$ cat src/u8u16_pkg.sv
// ----------------------------------------------------------------------------
// u8u16_pkg
// Shared types and constants for the UTF-8 to UTF-16 (BMP) decoder.
// ----------------------------------------------------------------------------
package u8u16_pkg;

    localparam int COUNT_WIDTH = 12;
    localparam int LIMIT_W     = 12;
    localparam int CMP_W       = (COUNT_WIDTH > LIMIT_W) ? COUNT_WIDTH : LIMIT_W;
    localparam int PADDR_W     = 3;

    localparam logic [COUNT_WIDTH-1:0] CNT_MAX     = {COUNT_WIDTH{1'b1}};
    localparam logic [LIMIT_W-1:0]     LIMIT_RESET = 12'hFFF;

    // register index of the configuration port
    localparam logic REG_UNIT_LIMIT = 1'b0;

    typedef enum logic [1:0] {
        PEND_NONE    = 2'd0,
        PEND_TWO     = 2'd1,
        PEND_THREE_A = 2'd2,
        PEND_THREE_B = 2'd3
    } pend_kind_t;

    typedef struct packed {
        pend_kind_t             kind;
        logic [9:0]             partial;
        logic [COUNT_WIDTH-1:0] count;
    } dec_state_t;

    typedef struct packed {
        logic        emit;
        logic [15:0] code_unit;
        logic        is_last;
    } dec_result_t;

endpackage

$ cat src/u8u16_cfg.sv
// ----------------------------------------------------------------------------
// u8u16_cfg
// APB-style register port holding the unit limit.
// ----------------------------------------------------------------------------
module u8u16_cfg
    import u8u16_pkg::*;
(
    input  logic               aclk,
    input  logic               aresetn,
    input  logic               psel,
    input  logic               penable,
    input  logic               pwrite,
    input  logic [PADDR_W-1:0] paddr,
    input  logic [31:0]        pwdata,
    output logic [31:0]        prdata,
    output logic               pready,
    output logic [LIMIT_W-1:0] unit_limit
);

    logic [LIMIT_W-1:0] limit_reg;
    logic [LIMIT_W-1:0] limit_next;
    logic               reg_index;

    assign reg_index = paddr[2];
    assign pready    = 1'b1;

    always_comb begin
        limit_next = limit_reg;
        if (psel && penable && pwrite && (reg_index == REG_UNIT_LIMIT)) begin
            limit_next = pwdata[LIMIT_W-1:0];
        end
    end

    always_ff @(posedge aclk) begin
        if (!aresetn) begin
            limit_reg <= LIMIT_RESET;
        end else begin
            limit_reg <= limit_next;
        end
    end

    always_comb begin
        prdata = '0;
        if (reg_index == REG_UNIT_LIMIT) begin
            prdata = {{(32-LIMIT_W){1'b0}}, limit_reg};
        end
    end

    assign unit_limit = limit_reg;

endmodule

$ cat src/u8u16_decode.sv
// ----------------------------------------------------------------------------
// u8u16_decode
// One-byte decode step: next sequence state and the code unit, if any.
// ----------------------------------------------------------------------------
module u8u16_decode
    import u8u16_pkg::*;
(
    input  logic [7:0]         data_byte,
    input  dec_state_t         cur,
    input  logic [LIMIT_W-1:0] unit_limit,
    output dec_state_t         nxt,
    output dec_result_t        res
);

    logic        cont;
    logic [5:0]  low;
    logic        fresh;
    logic        cand;
    logic        room;
    logic [15:0] cp;

    assign cont = (data_byte[7:6] == 2'b10);
    assign low  = data_byte[5:0];
    assign room = (CMP_W'(cur.count) < CMP_W'(unit_limit)) && (cur.count != CNT_MAX);

    always_comb begin
        nxt   = cur;
        fresh = 1'b0;
        cand  = 1'b0;
        cp    = '0;
        res   = '0;
        if (data_byte == 8'd0) begin
            nxt.kind    = PEND_NONE;
            nxt.partial = '0;
            nxt.count   = '0;
            res.emit    = 1'b1;
            res.is_last = 1'b1;
        end else begin
            if (cur.kind != PEND_NONE && cont) begin
                unique case (cur.kind)
                    PEND_THREE_A: begin
                        nxt.kind    = PEND_THREE_B;
                        nxt.partial = {cur.partial[3:0], low};
                    end
                    default: begin
                        // two-byte tail or last byte of a three-byte form
                        nxt.kind    = PEND_NONE;
                        nxt.partial = '0;
                        cand        = 1'b1;
                        cp          = {cur.partial, low};
                    end
                endcase
            end else begin
                // nothing pending, or the lead lost its continuation
                nxt.kind    = PEND_NONE;
                nxt.partial = '0;
                fresh       = 1'b1;
            end

            if (fresh) begin
                priority if (!data_byte[7]) begin
                    cand = 1'b1;
                    cp   = {8'd0, data_byte};
                end else if (data_byte[7:5] == 3'b110) begin
                    nxt.kind    = PEND_TWO;
                    nxt.partial = {5'd0, data_byte[4:0]};
                end else if (data_byte[7:4] == 4'b1110) begin
                    nxt.kind    = PEND_THREE_A;
                    nxt.partial = {6'd0, data_byte[3:0]};
                end else begin
                    // stray continuation, four-byte lead or invalid lead: skipped
                    nxt.kind = PEND_NONE;
                end
            end

            if (cand && room) begin
                res.emit      = 1'b1;
                res.code_unit = cp;
                nxt.count     = cur.count + COUNT_WIDTH'(1);
            end
        end
    end

endmodule

$ cat src/utf8_to_utf16_bmp_decoder.sv
// ----------------------------------------------------------------------------
// utf8_to_utf16_bmp_decoder
// Path: s_* byte -> input register -> decode step -> result register -> m_*.
// Throughput: one byte per cycle while m_ready is high; the decode step
// between the input register and the result register is combinational.
// Reset (aresetn low, synchronous): no item held, nothing pending,
// unit count zero, unit_limit back to 4095.
// ----------------------------------------------------------------------------
module utf8_to_utf16_bmp_decoder
    import u8u16_pkg::*;
(
    input  logic               aclk,
    input  logic               aresetn,

    input  logic               s_valid,
    output logic               s_ready,
    input  logic [7:0]         s_data_byte,

    output logic               m_valid,
    input  logic               m_ready,
    output logic [15:0]        m_code_unit,
    output logic               m_is_last,

    input  logic               psel,
    input  logic               penable,
    input  logic               pwrite,
    input  logic [PADDR_W-1:0] paddr,
    input  logic [31:0]        pwdata,
    output logic [31:0]        prdata,
    output logic               pready
);

    logic [LIMIT_W-1:0] unit_limit;

    logic        in_valid_reg, in_valid_next;
    logic [7:0]  in_byte_reg, in_byte_next;
    dec_state_t  state_reg, state_next;
    logic        out_valid_reg, out_valid_next;
    logic [15:0] out_unit_reg, out_unit_next;
    logic        out_last_reg, out_last_next;

    dec_state_t  dec_nxt;
    dec_result_t dec_res;
    logic        advance;

    u8u16_cfg u_cfg (
        .aclk       (aclk),
        .aresetn    (aresetn),
        .psel       (psel),
        .penable    (penable),
        .pwrite     (pwrite),
        .paddr      (paddr),
        .pwdata     (pwdata),
        .prdata     (prdata),
        .pready     (pready),
        .unit_limit (unit_limit)
    );

    u8u16_decode u_decode (
        .data_byte  (in_byte_reg),
        .cur        (state_reg),
        .unit_limit (unit_limit),
        .nxt        (dec_nxt),
        .res        (dec_res)
    );

    // the held byte moves on when the result slot is free or being emptied
    assign advance = in_valid_reg && (!out_valid_reg || m_ready);
    assign s_ready = !in_valid_reg || advance;

    always_comb begin
        in_valid_next = in_valid_reg;
        in_byte_next  = in_byte_reg;
        if (s_ready) begin
            in_valid_next = s_valid;
            in_byte_next  = s_data_byte;
        end
    end

    always_comb begin
        state_next     = state_reg;
        out_valid_next = out_valid_reg;
        out_unit_next  = out_unit_reg;
        out_last_next  = out_last_reg;
        if (advance) begin
            state_next     = dec_nxt;
            out_valid_next = dec_res.emit;
            out_unit_next  = dec_res.code_unit;
            out_last_next  = dec_res.is_last;
        end else if (m_ready) begin
            out_valid_next = 1'b0;
        end
    end

    always_ff @(posedge aclk) begin
        if (!aresetn) begin
            in_valid_reg  <= 1'b0;
            state_reg     <= '0;
            out_valid_reg <= 1'b0;
        end else begin
            in_valid_reg  <= in_valid_next;
            state_reg     <= state_next;
            out_valid_reg <= out_valid_next;
        end
    end

    always_ff @(posedge aclk) begin
        in_byte_reg  <= in_byte_next;
        out_unit_reg <= out_unit_next;
        out_last_reg <= out_last_next;
    end

    assign m_valid     = out_valid_reg;
    assign m_code_unit = out_unit_reg;
    assign m_is_last   = out_last_reg;

    a_term_clears: assert property (@(posedge aclk) disable iff (!aresetn)
        advance && (in_byte_reg == 8'd0)
        |=> state_reg.kind == PEND_NONE && state_reg.count == '0 && m_valid && m_is_last)
        else $error("terminator did not clear the string state");

    a_last_is_zero: assert property (@(posedge aclk) disable iff (!aresetn)
        m_valid && m_is_last |-> m_code_unit == 16'd0)
        else $error("terminator carries a nonzero code unit");

    a_count_step: assert property (@(posedge aclk) disable iff (!aresetn)
        ##1 (state_reg.count == $past(state_reg.count)
          || state_reg.count == $past(state_reg.count) + COUNT_WIDTH'(1)
          || state_reg.count == '0))
        else $error("unit count moved by more than one");

    a_stall_cause: assert property (@(posedge aclk) disable iff (!aresetn)
        !s_ready |-> in_valid_reg && out_valid_reg && !m_ready)
        else $error("input stalled without a blocked result");

endmodule
$ cat config.mk
export PLATFORM = sky130hd
export DESIGN_NAME = utf8_to_utf16_bmp_decoder
export DESIGN_NICKNAME = d
export VERILOG_FILES = /design/src/u8u16_pkg.sv /design/src/u8u16_cfg.sv /design/src/u8u16_decode.sv /design/src/utf8_to_utf16_bmp_decoder.sv
export SDC_FILE = /design/constraint.sdc
export NUM_CORES = 1
export LEC_CHECK = 0
export ABC_AREA = 1
export ABC_CLOCK_PERIOD_IN_PS = 3400
export BUFFER_PORTS_ARGS = -buffer_cell sky130_fd_sc_hd__buf_4
export CAP_MARGIN = 5
export CORE_ASPECT_RATIO = 1.75
export CORE_MARGIN = 2
export CORE_UTILIZATION = 46
export DETAILED_ROUTE_END_ITERATION = 10
export PLACE_DENSITY = 0.74
export SETUP_SLACK_MARGIN = 0.02
export SYNTH_ARGS = -nofsm -noshare
export SYNTH_HDL_FRONTEND = slang
export SYNTH_HIERARCHICAL = 1
export SYNTH_SLANG_ARGS = --single-unit
$ cat constraint.sdc
create_clock -name aclk -period 3.4 [get_ports aclk]
set_clock_uncertainty 0.05 [all_clocks]
set_input_delay 0.68 -clock aclk [delete_from_list [all_inputs] [get_ports aclk]]
set_output_delay 0.68 -clock aclk [all_outputs]
set_load 0.05 [all_outputs]
==> flow_summary_export.csv <==
group,metric,value,unit
outcome,status,"complete, no violations",
yosys,syn-instance-count,545,
cells_and_area,largest_reg_flops,24,
drt,post-route-drc-count,0,
worst_setup_path,cpMostUsedCell,"nand2_1",
yosys,yosysTopAreaCell,"dfxtp_1",
floorplanning,initial_core_util,47.2,%
floorplanning,die_w,73.6,um
worst_setup_path,crit_path_end_kind,"flop",
power_and_ir_drop,power.leakage,0.00232,uW
yosys,netlist_area,3900,um2
timing,rsz0062_at_grt,"no",
yosys,synth_top_cell_area_share,19.5,%
worst_setup_path,cp_data_required_time,3570,ps
placement,dp_slack,1010,ps
timing,worst_pin_slew,833,ps
worst_setup_path,start_kind,"flop",
clock_network,clk_path_buf_depth,2,
min_path,min_path_type,"flop to flop",
timing,finalHoldViolations,0,
worst_setup_path,crit_slowest_cell,"dfxtp_1",
cells_and_area,final_cell_mix,"nand2_1 (101), inv_1 (97), nor2_1 (77), nand3_1 (67), buf_4 (61)",
timing,relSlewSlack,44.2,%
floorplanning,ioPinCount,102,
grt,grt_pass1_wl,13200,um
yosys,synth_area_leaders,"dfxtp_1 (19%), edfxtp_1 (19%), nand2_1 (9.7%), inv_1 (9.3%), nand3_1 (8.6%)",
drt,wire_per_inst,11.4,um
cells_and_area,area.growth.synth_to_final,14.5,%
yosys,seq_area_frac_synth,38.7,%
clock_network,cts_tree,"built",
power_and_ir_drop,power.density,449,nW/um2
worst_setup_path,critPathKind,"flop to flop",
grt,grt_pass1_vias,3144,
placement,placed_cells,671,
cells_and_area,n_antenna_cell,0,
placement,dp_hpwl,5640,um
drt,postRouteAntennaNets,0,
floorplanning,die_area,9260,um2
yosys,yosysUniqueCellTypes,29,
floorplanning,design.core.area,8260,um2
clock_network,hold_buffers,0,
run,maxCapViolCount,0,
worst_setup_path,cp_max_fo,23,
clock_network,cts_sinks,63,
worst_setup_path,cpPeakStageDelay,360,ps
drt,totalWireLength,7830,um
clock_network,ctsResizeCount,0,
placement,place_congestion,0.821,
cells_and_area,drive_gt1_share,17.5,%
placement,placed_cell_area,4210,um2
drt,drt_pass1_iterations,4,
clock_network,worst_skew_pair.late_latency,330,ps
grt,grt-ovfl-total,0,
timing,worst_slack,1020,ps
clock_network,cts_made_buffers,9,
floorplanning,num_rows,44,
yosys,yosysWarnings,6,
clock_network,root_buffer,"clkbuf_16",
timing,fmax,421,MHz
worst_setup_path,crit_chain,"inv_1, ha_1, nand2_1, nor2_2, nand2_1, nor2_2, nand2_2, nand3_4, nand2_1, inv_1, nor2_1, inv_1, nand3_1, nand2_1, nor2_1",
drt,dr.first_iter.drc_count,200,
power_and_ir_drop,peakVddDrop,0.279,mV
timing,fin_crit_sh,69.9,%
grt,grt_use_total,18.2,%
drt,post_drt_via_cell_ratio,4.92,
grt,antenna_found_initial,0,
clock_network,cts.clk_slew.worst_paths,50,ps
yosys,ys_seq_elements,63,
timing,slew_violations,0,
cells_and_area,postLayoutCellArea,4470,um2
drt,vias,3383,
timing,finalSetupTns,0,ps
cells_and_area,layout_commonest_cell,"nand2_1",
timing,setup_viol,0,
placement,io_buffer_count,58,
cells_and_area,final_nets,652,
worst_setup_path,cp.arrival,2550,ps
grt,grt_max_degree,51,
yosys,syn_area_per_cell,7.16,um2
clock_network,post_cts_buffers,0,
floorplanning,die_h,126,um
clock_network,cts_max_level,3,
cells_and_area,final_cells,687,
timing,fin_crit,2380,ps
through the flow:
step,utilization (%),hold slack [ps],power [uW]
2_1_floorplan,-,400,1150
3_3_place_gp,51.0,414,1200
3_5_place_dp,51.0,421,1210
4_1_cts,54.1,434,2020
5_1_grt,54.1,457,2090
6_report,54.1,430,2000
report_power, final:
| group | switching, uW | internal, uW | leakage [uW] | total, uW |
|---|---|---|---|---|
| logic | 240 | 102 | 0.00164 | 341 |
| clock network | 319 | 488 | 0.000118 | 806 |
| registers | 31.0 | 826 | 0.000565 | 857 |
cells by family after synthesis:
| family | share of synthesized area (%) |
|---|---|
| AO/OA/AOI/OAI | 5.20 |
| adder cells (fa/ha/maj) | 3.85 |
| buffers and inverters | 18.2 |
| flip-flops | 38.7 |
| other | 0.193 |
| AND/OR/NAND/NOR | 33.8 |
final cells by class:
cell class	count	area, um2
Tap cell	92	115
Sequential cell	63	1510
Clock inverter	4	22.5
Clock buffer	12	236
Multi-Input combinational cell	355	1750
Fill cell	782	3790
Timing Repair Buffer	61	458
Inverter	100	375
synth_stat cells:
master	instances
nand3_4	2
inv_2	3
inv_1	97
clkbuf_1	1
nand3_1	67
conb_1	2
nand3_2	1
a21boi_0	1
buf_6	8
ha_1	12
nand3b_1	2
nor3_1	4
o21ai_4	1
edfxtp_1	25
a21oi_1	29
nand3b_2	1
buf_4	23
a211oi_1	1
dfxtp_1	38
buf_2	14
nand2_2	5
nor2_1	77
a21oi_2	3
nor3_2	2
nor2_2	10
or2_2	1
nand2_1	101
nor2_4	3
nand4_1	11
worst max-delay path, delay by kind of cell (launching register included):
kind / cells / cell delay [ps]
flops: 1 / 360
fa+ha+maj: 1 / 310
simple gates: 11 / 1370
buf+inv: 3 / 170
path summary, 6_finish.rpt:
kind	startpoint	endpoint	slack [ps]	cells past startpoint
worst max-delay path	u_cfg/unit_limit[11]	state_reg[0]	1020	15
worst max register to register	u_cfg/unit_limit[11]	state_reg[0]	1020	15
worst min register to register	u_cfg/unit_limit[7]	u_cfg/unit_limit[7]	430	2
worst min-delay path	u_cfg/unit_limit[7]	u_cfg/unit_limit[7]	430	2
per-layer routing:
metal | track usage, % | part of all wire [%] | up-vias
li1 | - | - | 1746
met1 | 18.2 | 38 | 1540
met2 | 33.4 | 56 | 79
met3 | 3.68 | 3.9 | 18
met4 | 10.2 | 2.8 | 0
met5 | 0 | 0 | -
No activity file was read; power rests on OpenSTA's default activity.
